File: src/hw/rtl/cct_pkg.sv
// Shared types and constants for the co-occurrence cosine top-N block.
// No dependencies.
`default_nettype none
package cct_pkg;

    localparam int MAX_USERS_DEF = 1024;
    localparam int MAX_TOPN_DEF  = 32;

    localparam int ID_W    = 10;
    localparam int CNT_W   = 16;
    localparam int SCORE_W = 17;
    localparam int TOPN_W  = 6;
    localparam int UCNT_W  = 11;
    localparam int CFG_IDX_W = 4;
    localparam int CFG_DAT_W = 16;

    localparam logic [SCORE_W-1:0] SCORE_ONE = 17'h10000;

    localparam logic [1:0] REQ_SET    = 2'd0;
    localparam logic [1:0] REQ_ADD    = 2'd1;
    localparam logic [1:0] REQ_FINISH = 2'd2;

    localparam logic [CFG_IDX_W-1:0] CFG_TOP_N      = 4'd0;
    localparam logic [CFG_IDX_W-1:0] CFG_USER_COUNT = 4'd1;

    localparam logic [TOPN_W-1:0] TOP_N_RESET      = 6'd10;
    localparam logic [UCNT_W-1:0] USER_COUNT_RESET = 11'd1024;

    typedef struct packed {
        logic               valid;
        logic [ID_W-1:0]    id;
        logic [SCORE_W-1:0] score;
    } cell_t;

endpackage
`default_nettype wire

File: src/hw/rtl/cct_cell.sv
// One cell of the sorted top-N chain: holds an entry, takes a candidate or
// its upper neighbor on insert, takes its lower neighbor on shift. Uses cct_pkg.
`default_nettype none
module cct_cell (
    input  wire logic                        aclk,
    input  wire logic                        aresetn,
    input  wire logic                        enable,
    input  wire logic                        insert,
    input  wire logic                        shift,
    input  wire logic [cct_pkg::ID_W-1:0]    cand_id,
    input  wire logic [cct_pkg::SCORE_W-1:0] cand_score,
    input  wire logic                        beat_prev,
    input  wire cct_pkg::cell_t              prev_cell,
    input  wire cct_pkg::cell_t              next_cell,
    output logic                             beat,
    output cct_pkg::cell_t                   entry
);
    import cct_pkg::*;

    cell_t cell_reg, cell_next;

    assign beat = insert && enable && (!cell_reg.valid || (cand_score > cell_reg.score));
    assign entry = cell_reg;

    always_comb begin
        cell_next = cell_reg;
        if (shift) begin
            cell_next = next_cell;
        end else if (beat) begin
            if (beat_prev) begin
                cell_next = prev_cell;
            end else begin
                cell_next.valid = 1'b1;
                cell_next.id    = cand_id;
                cell_next.score = cand_score;
            end
        end
    end

    always_ff @(posedge aclk) begin
        if (!aresetn) begin
            cell_reg.valid <= 1'b0;
        end else begin
            cell_reg.valid <= cell_next.valid;
        end
        cell_reg.id    <= cell_next.id;
        cell_reg.score <= cell_next.score;
    end

endmodule
`default_nettype wire

File: config.mk
export PLATFORM = sky130hd
export DESIGN_NAME = cct_cell
export DESIGN_NICKNAME = d
export VERILOG_FILES = /design/src/hw/rtl/cct_pkg.sv /design/src/hw/rtl/cct_cell.sv
export SDC_FILE = /design/constraint.sdc
export NUM_CORES = 1
export LEC_CHECK = 0
export BUFFER_PORTS_ARGS = -buffer_cell sky130_fd_sc_hd__buf_2
export CAP_MARGIN = 20
export CELL_PAD_IN_SITES_DETAIL_PLACEMENT = 1
export CELL_PAD_IN_SITES_GLOBAL_PLACEMENT = 1
export CORE_MARGIN = 8
export CORE_UTILIZATION = 28
export CTS_BUF_LIST = sky130_fd_sc_hd__clkbuf_8
export DETAILED_ROUTE_END_ITERATION = 10
export GPL_TIMING_DRIVEN = 0
export PLACE_DENSITY_LB_ADDON = 0.25
export SETUP_SLACK_MARGIN = 0.4
export SLEW_MARGIN = 20
export SYNTH_ARGS = -nofsm -noshare
export SYNTH_HDL_FRONTEND = slang
export SYNTH_SLANG_ARGS = --single-unit
File: constraint.sdc
create_clock -name aclk -period 3.31 [get_ports aclk]
set_clock_uncertainty 0.1 [all_clocks]
set_input_delay 0.662 -clock aclk [delete_from_list [all_inputs] [get_ports aclk]]
set_output_delay 0.662 -clock aclk [all_outputs]
set_load 0.02 [all_outputs]
* Yosys cells after proc, flatten, opt, wreduce, memory -nomap -nowiden *
Index checks and enable logic that the tools add are counted.

storage, ports and cells
  output and inout port bits = 29
  register bits after elaboration = 28
  logic and storage cells = 12
  input bits = 89

cells by class
  muxes and demuxes = 3
  order comparisons = 1
  reduce and logical (&&, ||, !) cells = 5

operators by type and width
  kind                 count
  28-bit 2-to-1 mux    3
  17-bit > comparator  1
  1-bit logical AND    2
  2-bit nonzero test   1
  1-bit logical NOT    1
  1-bit logical OR     1

* Depth between registers and ports, before layout *
  word-level depth = 5
  depth in mapped cells = 7
  gate-level depth less buffers = 7

* Worst setup path before layout *
OpenSTA, ideal clock, no wires.

  path kind = input to register
  from = input port cand_score[16] (netlist name)
  to = register cell_reg (netlist bit entry[0]) (enable)
  stages on the path = 6
  data required time = 2.793 ns
  library setup time = 0.417 ns
  buffers on the path = 0
  arrival = 3.021 ns
  path slack = -0.227 ns
  path through = ha_1 nand4_4 nor4_4 a221o_1 nor4_1 o21bai_1

on the way
  word-level cells in the longest chain between the ends = 4

RTL lines
  element                              RTL line        RTL
  start, declared                      cct_cell.sv:11  input wire logic [cct_pkg::SCORE_W-1:0] cand_score,
  17-bit > comparator                  cct_cell.sv:22  assign beat = insert && enable && (!cell_reg.valid || (cand_score > cell_reg.score));
  1-bit logical OR                     cct_cell.sv:22
  1-bit logical AND                    cct_cell.sv:22
  2-bit nonzero test (no source line)  --
  end, declared                        cct_cell.sv:20  cell_t cell_reg, cell_next;

Every way passes these cells.
A chain may end at the register's enable or synchronous reset.

* Worst setup path in the final report *
  from = input port cand_score[6] (netlist name)
  to = output port beat

on the way
  word-level cells in the longest chain between the ends = 3

RTL lines
  element              RTL line        RTL
  17-bit > comparator  cct_cell.sv:22
  1-bit logical OR     cct_cell.sv:22
  1-bit logical AND    cct_cell.sv:22
  end, declared        cct_cell.sv:15  output logic beat,

Every way passes these cells.

==> flow_metrics.tcl <==
set metrics [dict create \
    status "completed" \
    finalPower_w 0.00104 \
    crit_required_ps 2550 \
    maxSlewViolCount 0 \
    crit_path_end "beat" \
    crit_slowest_cell "a221o_1" \
    r2r-end "entry[14]$_DFFE_PP_" \
    finalHoldViolations 0 \
    synth_cell_type_count 25 \
    syn_inst 195 \
    holdWs_ps 519 \
    fin_util_pct 44.5 \
    syn_avg_cell_area_sq_um 9.84 \
    setup_viol 0 \
    cp.arrival_ps 2150 \
    rows 30 \
    p_per_area_nw_per_um2 349 \
    finalCriticalPeriod_ps 2920 \
    start_util_pct 28.5 \
    grt_usage_pct 13.6 \
    tightest_slew_ps 589 \
    cp_top_family "simple AND/OR/NAND/NOR gates" \
    cts.path.max_buffers 2 \
    timing.rr.start "entry[15]$_DFFE_PP_" \
    rsz0062_at_grt "yes" \
    worstHoldPathType "input pin to register" \
    yosysSeqAreaShare_pct 43.3 \
    critPathMaxStageDelay_ps 370 \
    drt_iter0_markers 29 \
    routabilityCongestion 0.678 \
    grt_pass1_vias 2176 \
    crit_path_end_kind "output pin" \
    clk_latency_ps 290 \
    rr_worst_depth 10 \
    cap_violations 0 \
    drc 0 \
    post-dp-hpwl_um 5380 \
    clk_pin_slew_ps 120 \
    cts_root_buffer "clkbuf_8" \
    antennaDiodeCount 0 \
    drt-pass1-iter-count 4 \
    p_leak_nw 1.41 \
    drive_gt1_share_pct 47.8 \
    vias_per_cell 4.79 \
    pre_cts_slack_ps 17.8 \
    reg2reg_slack_ps 550 \
    cts_buffers 3 \
    place_area_sq_um 2640 \
    ir_worst_vdd_v 0.000179 \
    worst-path-buf-inv 2 \
    global_route.overflow_total 0 \
    dieArea_sq_um 9750 \
    synth_area_sq_um 1920 \
    core_area_sq_um 6720 \
    start_kind "input pin" \
    crit_chain "buf_4, ha_4, nand4_1, nor4_4, a221o_1, nor4_4, nor2_1, buf_4" \
    routedWlPerCell_um 16.7 \
    grt_pass1_wl_um 10900 \
    synth.top_cell.area_share_pct 42.3 \
    largest_reg_flops 28 \
    die_h_um 98.8 \
    yosys.area.top_type "edfxtp_1" \
    maxSlewHeadroom_pct 60.8 \
    num-nets-final 429 \
    ys_ff_latch 28 \
    clock.fmax_ghz 0.343 \
    yosysWarnings 0 \
    synth_fp_nets 301 \
    grt_start_max_net_pins 20 \
    wl_um 6710 \
    critical_path_class "input pin to output pin" \
    critical_path_depth 8 \
    port_buffers 116 \
    area_delta_synth_final_pct 55.8 \
    die_w_um 98.8 \
    postRouteAntennaNets 0 \
    hp-start "aresetn" \
    cts_tree "built" \
    cp-startpoint "cand_score[6]" \
    vias 1927 \
    critPathMaxFanout 2 \
    pin_count 118 \
    period_share_pct 88.1 \
    worst_slack_ps 394 \
    antenna_found_initial 0 \
    clkSinkCount 28 \
    stdcell_area_sq_um 2990 \
    htree_num_levels 1 \
    synthTopCellsByArea "edfxtp_1, mux2i_1, ha_1" \
]
## metal layers
layer | wire, um | share of wire (%) | track usage [%]
met1 | 2880 | 43 | 15.5
met2 | 3200 | 48 | 23.5
met3 | 577 | 8.6 | 5.29
met4 | 52 | 0.78 | 2.95
met5 | 0 | 0 | 0
## how the worst min path moves through the flow
stage               slack, ps  cells after the start                      to
floorplan                 660                      3  entry[27]$_SDFFE_PN0P_
global placement          600                      3  entry[27]$_SDFFE_PN0P_
detailed placement        610                      3  entry[27]$_SDFFE_PN0P_
CTS                       520                      2  entry[27]$_SDFFE_PN0P_
global route              520                      2  entry[27]$_SDFFE_PN0P_
finish                    520                      2  entry[27]$_SDFFE_PN0P_
## cells in the final DEF (no fill, tap or decap), drive strengths merged
cell type | netlist | routed
ha | 17 | 17
nor2 | 6 | 6
nor3 | 1 | 1
a22o | 1 | 1
a21boi | 1 | 1
a21oi | 9 | 9
a31o | 1 | 1
inv | 21 | 21
o21ai | 31 | 31
nand2 | 32 | 32
nand4 | 4 | 4
a32o | 1 | 1
mux2i | 27 | 27
a221o | 1 | 1
clkbuf | 6 | 10
o21a | 1 | 1
edfxtp | 27 | 27
nor4 | 3 | 3
dfxtp | 1 | 1
o21bai | 1 | 1
buf | 3 | 126
## cell type report
type / instances / area [sq um]
tap: 80 / 100
fill: 804 / 3730
buffer: 9 / 37.5
sequential: 28 / 831
clock buffer: 4 / 55.1
inverter: 21 / 78.8
multi-input combinational: 137 / 1210
timing repair buffer: 123 / 679
## synthesized netlist by cell type, drive strengths merged
cell	number
edfxtp	27
a21oi	9
nand2	32
ha	17
mux2i	27
clkbuf	6
nand4	4
a221o	1
buf	3
a31o	1
o21bai	1
a22o	1
nor3	1
nor4	3
a32o	1
dfxtp	1
o21ai	31
inv	21
o21a	1
nor2	6
a21boi	1
## stage by stage
stage,cells,TNS (ps)
2_1_floorplan,195,0
3_3_place_gp,391,-11080
3_5_place_dp,392,0
4_1_cts,399,0
5_1_grt,402,0
6_report,402,0
## cells by family after synthesis
family / after synthesis / synth area share (%)
compound gates: 47 / 13.6
flops: 28 / 43.3
buf+inv: 30 / 6.07
simple gates: 46 / 11.9
fa+ha+maj: 17 / 11.1
mux: 27 / 14.1
## power breakdown
part           switching (W)  internal, W  total (W)
combinational       0.000197     0.000168   0.000365
sequential         0.0000135     0.000431   0.000444
clock               0.000127     0.000107   0.000234
total               0.000337     0.000706    0.00104
## what timing repair did
item | in CTS | in global routing
hold endpoints to repair | 0 | 0
gates resized for setup | 21 | 9
setup buffers | 3 | 3
pin swaps | 8 | 10
hold buffers | 0 | 0
gates cloned | 0 | 0
endpoints found under the setup margin | 1 | 1
(Power assumes the default switching activity.)
