**src/hw/rtl/cct_pkg.sv**
```systemverilog
// Shared types and constants for the co-occurrence cosine top-N block.
// No dependencies.
`default_nettype none
package cct_pkg;

    localparam int MAX_USERS_DEF = 1024;
    localparam int MAX_TOPN_DEF  = 32;

    localparam int ID_W    = 10;
    localparam int CNT_W   = 16;
    localparam int SCORE_W = 17;
    localparam int TOPN_W  = 6;
    localparam int UCNT_W  = 11;
    localparam int CFG_IDX_W = 4;
    localparam int CFG_DAT_W = 16;

    localparam logic [SCORE_W-1:0] SCORE_ONE = 17'h10000;

    localparam logic [1:0] REQ_SET    = 2'd0;
    localparam logic [1:0] REQ_ADD    = 2'd1;
    localparam logic [1:0] REQ_FINISH = 2'd2;

    localparam logic [CFG_IDX_W-1:0] CFG_TOP_N      = 4'd0;
    localparam logic [CFG_IDX_W-1:0] CFG_USER_COUNT = 4'd1;

    localparam logic [TOPN_W-1:0] TOP_N_RESET      = 6'd10;
    localparam logic [UCNT_W-1:0] USER_COUNT_RESET = 11'd1024;

    typedef struct packed {
        logic               valid;
        logic [ID_W-1:0]    id;
        logic [SCORE_W-1:0] score;
    } cell_t;

endpackage
`default_nettype wire

```
**src/hw/rtl/cct_score.sv**
```systemverilog
// Cosine score unit: floor(sqrt(co^2 * 2^32 / prod)) capped at 1.0, one
// quotient bit then one root bit per cycle. Uses cct_pkg.
`default_nettype none
module cct_score (
    input  wire logic                        aclk,
    input  wire logic                        aresetn,
    input  wire logic                        start,
    input  wire logic [31:0]                 cosq,
    input  wire logic [31:0]                 prod,
    output logic                             done,
    output logic [cct_pkg::SCORE_W-1:0]      score
);
    import cct_pkg::*;

    typedef enum logic [1:0] {S_IDLE, S_DIV, S_SQRT} state_t;

    state_t             state_reg;
    logic [31:0]        rem_reg;
    logic [31:0]        quot_reg;
    logic [31:0]        prod_reg;
    logic [4:0]         cnt_reg;
    logic [31:0]        val_reg;
    logic [31:0]        res_reg;
    logic [31:0]        bit_reg;
    logic               done_reg;
    logic               done_next;
    logic [SCORE_W-1:0] score_reg;

    logic [32:0] rem2;
    logic        ge;
    logic [31:0] quot_next;
    logic [32:0] trial;

    assign rem2      = {rem_reg, 1'b0};
    assign ge        = rem2 >= {1'b0, prod_reg};
    assign quot_next = {quot_reg[30:0], ge};
    assign trial     = {1'b0, res_reg} + {1'b0, bit_reg};
    assign done      = done_reg;
    assign score     = score_reg;
    assign done_next = ((state_reg == S_IDLE) && start && (cosq >= prod))
                       || ((state_reg == S_SQRT) && (bit_reg == 32'd1));

    always_ff @(posedge aclk) begin
        if (!aresetn) begin
            state_reg <= S_IDLE;
            done_reg  <= 1'b0;
        end else begin
            done_reg <= done_next;
            unique case (state_reg)
                S_IDLE: begin
                    if (start) begin
                        prod_reg <= prod;
                        rem_reg  <= cosq;
                        quot_reg <= '0;
                        cnt_reg  <= '0;
                        if (cosq >= prod) begin
                            score_reg <= SCORE_ONE;
                        end else begin
                            state_reg <= S_DIV;
                        end
                    end
                end
                S_DIV: begin
                    rem_reg  <= ge ? 32'(rem2 - {1'b0, prod_reg}) : rem2[31:0];
                    quot_reg <= quot_next;
                    cnt_reg  <= cnt_reg + 5'd1;
                    if (cnt_reg == 5'd31) begin
                        val_reg   <= quot_next;
                        res_reg   <= '0;
                        bit_reg   <= 32'h4000_0000;
                        state_reg <= S_SQRT;
                    end
                end
                S_SQRT: begin
                    if ({1'b0, val_reg} >= trial) begin
                        val_reg <= 32'({1'b0, val_reg} - trial);
                        res_reg <= (res_reg >> 1) + bit_reg;
                        if (bit_reg == 32'd1) begin
                            score_reg <= SCORE_W'((res_reg >> 1) + bit_reg);
                        end
                    end else begin
                        res_reg <= res_reg >> 1;
                        if (bit_reg == 32'd1) begin
                            score_reg <= SCORE_W'(res_reg >> 1);
                        end
                    end
                    bit_reg <= bit_reg >> 2;
                    if (bit_reg == 32'd1) begin
                        state_reg <= S_IDLE;
                    end
                end
                default: state_reg <= S_IDLE;
            endcase
        end
    end

endmodule
`default_nettype wire

```
**config.mk**
```make
export PLATFORM = sky130hd
export DESIGN_NAME = cct_score
export DESIGN_NICKNAME = d
export VERILOG_FILES = /design/src/hw/rtl/cct_pkg.sv /design/src/hw/rtl/cct_score.sv
export SDC_FILE = /design/constraint.sdc
export NUM_CORES = 1
export LEC_CHECK = 0
export ABC_AREA = 1
export BUFFER_PORTS_ARGS = -buffer_cell sky130_fd_sc_hd__buf_4
export CORE_AREA = 2 2 175 177
export DETAILED_ROUTE_END_ITERATION = 8
export DIE_AREA = 0 0 177 179
export PLACE_DENSITY = 0.72
export RECOVER_POWER = 50
export SETUP_SLACK_MARGIN = 0.5
export SKIP_CTS_REPAIR_TIMING = 1
export SLEW_MARGIN = 30
export SYNTH_ARGS = -nofsm -noshare
export SYNTH_HDL_FRONTEND = slang
export SYNTH_SLANG_ARGS = --single-unit
```
**constraint.sdc**
```tcl
create_clock -name aclk -period 20.3 [get_ports aclk]
set_clock_uncertainty 0.2 [all_clocks]
set_input_delay 3.045 -clock aclk [delete_from_list [all_inputs] [get_ports aclk]]
set_output_delay 3.045 -clock aclk [all_outputs]
set_load 0.01 [all_outputs]
```
Word level (Yosys, flattened, before mapping)
Cells that the tools add are included.
{"block": "word_totals", "ff_bits": 216, "inputBits": 67, "word_cells": 68, "output_inout_bits": 18}
{"block": "classes", "add_sub_neg": 5, "n_reduce_logical": 14, "n_eq_ne": 10, "muxes": 26, "magnitude_cmp": 3}
{"op": "32-bit case mux with 2 select lines", "count": 4}
{"op": "32-bit two-way mux", "count": 7}
{"op": "17-bit two-way mux", "count": 5}
{"op": "32-bit subtractor", "count": 2}
{"op": "31-bit case mux with 2 select lines", "count": 1}
{"op": "17-bit case mux with 2 select lines", "count": 1}
{"op": "32-bit by 32-bit adder with 33-bit output", "count": 1}
{"op": "32-bit by 33-bit greater-or-equal comparator with 1-bit output", "count": 1}
{"op": "33-bit by 32-bit greater-or-equal comparator with 1-bit output", "count": 1}
{"op": "31-bit by 32-bit adder with 32-bit output", "count": 1}
{"op": "32-bit by 1-bit equality test with 1-bit output (second input constant)", "count": 1}
{"op": "32-bit greater-or-equal comparator", "count": 1}
{"op": "31-bit two-way mux", "count": 1}
{"op": "5-bit case mux with 2 select lines", "count": 1}
{"op": "3-bit AND reduction", "count": 3}
{"op": "2-bit two-way mux", "count": 4}
{"op": "4-bit AND reduction", "count": 2}
{"op": "2-bit by 1-bit != test with 1-bit output (second input constant)", "count": 3}
{"op": "2-bit != test (second input constant)", "count": 3}
{"op": "2-bit case mux with 3 select lines", "count": 1}
{"op": "2-bit nonzero test", "count": 3}
{"op": "5-bit by 1-bit adder with 5-bit output (second input constant)", "count": 1}
{"op": "5-bit equality test (second input constant)", "count": 1}
{"op": "5-bit two-way mux", "count": 1}
{"op": "other kinds (6)", "count": 8}

Depth between registers and ports, before layout
{"block": "logic_depth", "ltp_word": 4, "ltp_mapped": 27, "ltp_nobuf": 27}

Worst setup path after synthesis
OpenSTA, ideal clock, no wires.
{"block": "synth_path", "path_type": "input -> register", "startpoint": "input start", "endpoint": "register cnt_reg[0] (enable)", "n_path_buf": 0, "arrival_time_ns": 7.886, "setup_slack_ns": 11.626, "cell_stages": 2, "required_ns": 19.512, "path_cell_list": "nand2_1 -> o21ai_0"}
{"block": "synth_between", "elab_chain_len": 2}
{"item": "start, declared", "line": "cct_score.sv:7", "rtl": "input wire logic start,"}
{"item": "2-bit != test (no line)"}
{"item": "3-bit AND reduction (no line)"}
{"item": "end signal, assigned", "line": "cct_score.sv:66", "rtl": "cnt_reg <= cnt_reg + 5'd1;"}
{"item": "end, declared", "line": "cct_score.sv:21", "rtl": "logic [4:0] cnt_reg;"}
No other way between the ends.
A chain may end at the register's enable or synchronous reset.

Worst setup path after layout
{"block": "layout_path", "startpoint": "register state_reg[0]", "endpoint": "register bit_reg[6] (enable)"}
{"block": "layout_between", "elab_chain_len": 3, "word_cells_on_any_way": 5, "cone_classes": "eq/ne: 3; reduce/logical: 2"}
{"item": "start, declared", "line": "cct_score.sv:17", "rtl": "state_t state_reg;"}
{"item": "start signal, assigned", "line": "cct_score.sv:45", "rtl": "state_reg <= S_IDLE;"}
{"item": "start signal, assigned", "line": "cct_score.sv:59", "rtl": "state_reg <= S_DIV;"}
{"item": "start signal, assigned", "line": "cct_score.sv:71", "rtl": "state_reg <= S_SQRT;"}
{"item": "2-bit by 1-bit equality test with 1-bit output / 2-bit equality test (equally long branches)", "line": "cct_score.sv:49", "rtl": "unique case (state_reg)"}
{"item": "2-bit != test (no line) / 2-bit nonzero test (equally long branches)"}
{"item": "3-bit AND reduction (no line) *"}
{"item": "end signal, assigned", "line": "cct_score.sv:87", "rtl": "bit_reg <= bit_reg >> 2;"}
{"item": "end, declared", "line": "cct_score.sv:24", "rtl": "logic [31:0] bit_reg;"}
Every way passes the cells marked *; elsewhere a longest branch is shown, timed or not.

==> flow_summary.toml <==
[sta]
slew_headroom = -1.45
worst_slack_ns = 13.73
max_freq_ghz = 0.152
slew_violations = 306
fin_crit_sh = 0.324
fin_crit_ns = 6.58
hold_violations = 0
worst_slew_pin_slew_ns = 3.67
rsz0062_at_grt = "false"
setup_viol = 0
final.setup.tns_ns = 0

[setup_path]
path_class = "reg2reg"
worstPathArrival_ns = 6.37
worstSetupEndpointType = "register"
critPathMaxFanout = 66
cp_data_required_time_ns = 20.10
start_kind = "register"

[synthesis]
synthXorXnorAreaFrac = 0.0454
yosys-top-cells-area = "edfxtp_1 (37%), nand2_1 (14%), ha_1 (10%)"
synth_seq_area_share = 0.369
synth_edf_count = 197
syn_nets = 2379
synth_fa_ha_area_frac = 0.104
yosys.area.top_type = "edfxtp_1"
synth-compound-area-share = 0.105
synth-simple-area-share = 0.288
ys_async_sr_fraction = 0
syn_area_per_cell_sq_um = 7.44
ys_seq_elements = 200
yosys_most_used_dff = "edfxtp_1"
syn_inst = 2178
synth.area.mux_share = 0
ys_warn_count = 0
synth_top_area_share = 0.365
synth_top_family_by_area = "simple AND/OR/NAND/NOR gates"
synth_area_sq_um = 16200
ys_types = 49

[placed_design]
gp_congestion = 0.944
portBuffers = 84
dpl_worst_slack_ns = 14.08
postPlaceCellArea_sq_um = 17300
dp_hpwl_um = 35500

[cts]
root_buffer = "clkbuf_16"
cts.path.max_buffers = 2
h-tree-depth = 4
cts_buffers = 17
clkSinkCount = 200
clock_latency_ns = 0.44
path_clk_slew_ns = 0.07
cts_tree = "done"

[die]
dieArea_sq_um = 31700
ios = 85
initial_utilization = 0.539
die_x_um = 177
core_sq_um = 30000
row_count = 64
die_h_um = 179

[cells_and_area]
stdcell_area_sq_um = 17700
antenna_cells = 0
final_common_cell = "nand2_1"
final_util = 0.590
most-common-layout-cells = "nand2_1 (594), inv_1 (323), nor2_1 (224), edfxtp_1 (197), nand3_1 (139)"
area_delta_synth_final_pct = 9.40
final_layout_size_suffix_gt1_frac = 0.0688
nets = 2454

[global_routing]
grt_max_degree = 78
track_usage = 0.298
grt_pass1_vias = 14400
grt_pass1_wl_um = 73600
antenna_found_initial = 0
grt_overflow_total = 0

[run]
max_cap_viol_count = 7

[drt]
first_pass_iters = 5
drc_errors = 0
drt_iter0_drc = 1215
avgViaCountPerCell = 5.50
vias = 14600
postRouteAntennaNets = 0
wl_per_cell_um = 17.2
drt_wl_total_um = 45700

[power_and_ir_drop]
irDropWorstVdd_uv = 55.9
p_per_area_nw_per_um2 = 73.6
p_leak_uw = 0.00829

[outcome]
status = "finished with violations"
violations = "capacitance limit, slew limit"

[worst_hold_path]
hp-class = "reg2reg"
## per-stage QoR
stage / hold WS [ns] / power (uW) / instances
floorplan: 0.273 / 859 / 2178
global placement: 0.307 / 979 / 2628
detailed placement: 0.313 / 988 / 2630
CTS: 0.325 / 1300 / 2662
global route: 0.346 / 1380 / 2662
finish: 0.321 / 1300 / 2662
## cell type report
class | instances | area (sq um)
fillers | 2865 | 12300
multi-input cells | 1613 | 8790
flip-flops and latches | 200 | 5980
inverters | 327 | 1230
repair buffers | 94 | 712
well taps | 396 | 495
clock buffers | 20 | 437
clock inverters | 12 | 78.8
## power breakdown
part	total (uW)	switching [uW]	internal, uW
logic	466	306	160
clock network	317	160	157
registers	522	21.3	500
## critical path, cell delays in order (launching register included)
cell      delay, ns
dfxtp_1        0.37
inv_1          0.09
nor2_2         0.07
clkbuf_1       1.40
clkinv_1       0.27
clkbuf_1       1.24
a21oi_4        0.43
clkbuf_1       2.02
## per-layer routing
layer | vias to the layer above | track usage | part of all wire
met4 | 0 | 0.112 | 0.031
met5 | - | 0 | 0
met3 | 82 | 0.0324 | 0.044
met1 | 6807 | 0.370 | 0.43
li1 | 7324 | - | -
met2 | 430 | 0.533 | 0.50
## cell families after synthesis
group,Yosys count
compound gates,312
buf+inv,365
fa+ha+maj,134
flops,200
xor+xnor,84
simple gates,1083
## synth_stat cells (9+ instances only)
cell type  number
a21oi_1       129
a31oi_1        10
clkbuf_1       21
edfxtp_1      197
ha_1          132
inv_1         324
nand2_1       592
nand2_2         9
nand3_1       139
nand3b_1       36
nand4_1        29
nor2_1        226
nor3_1         17
o21ai_0       123
o21bai_1       14
xnor2_1        42
xor2_1         42
## worst paths after layout
kind / startpoint / to / slack (ns) / cells after the start
min: state_reg[0] / state_reg[0] / 0.32 / 2
max: state_reg[0] / bit_reg[6] / 13.73 / 7
max reg2reg: state_reg[0] / bit_reg[6] / 13.73 / 7
min reg2reg: state_reg[0] / state_reg[0] / 0.32 / 2
No activity file was read; power rests on OpenSTA's default activity.
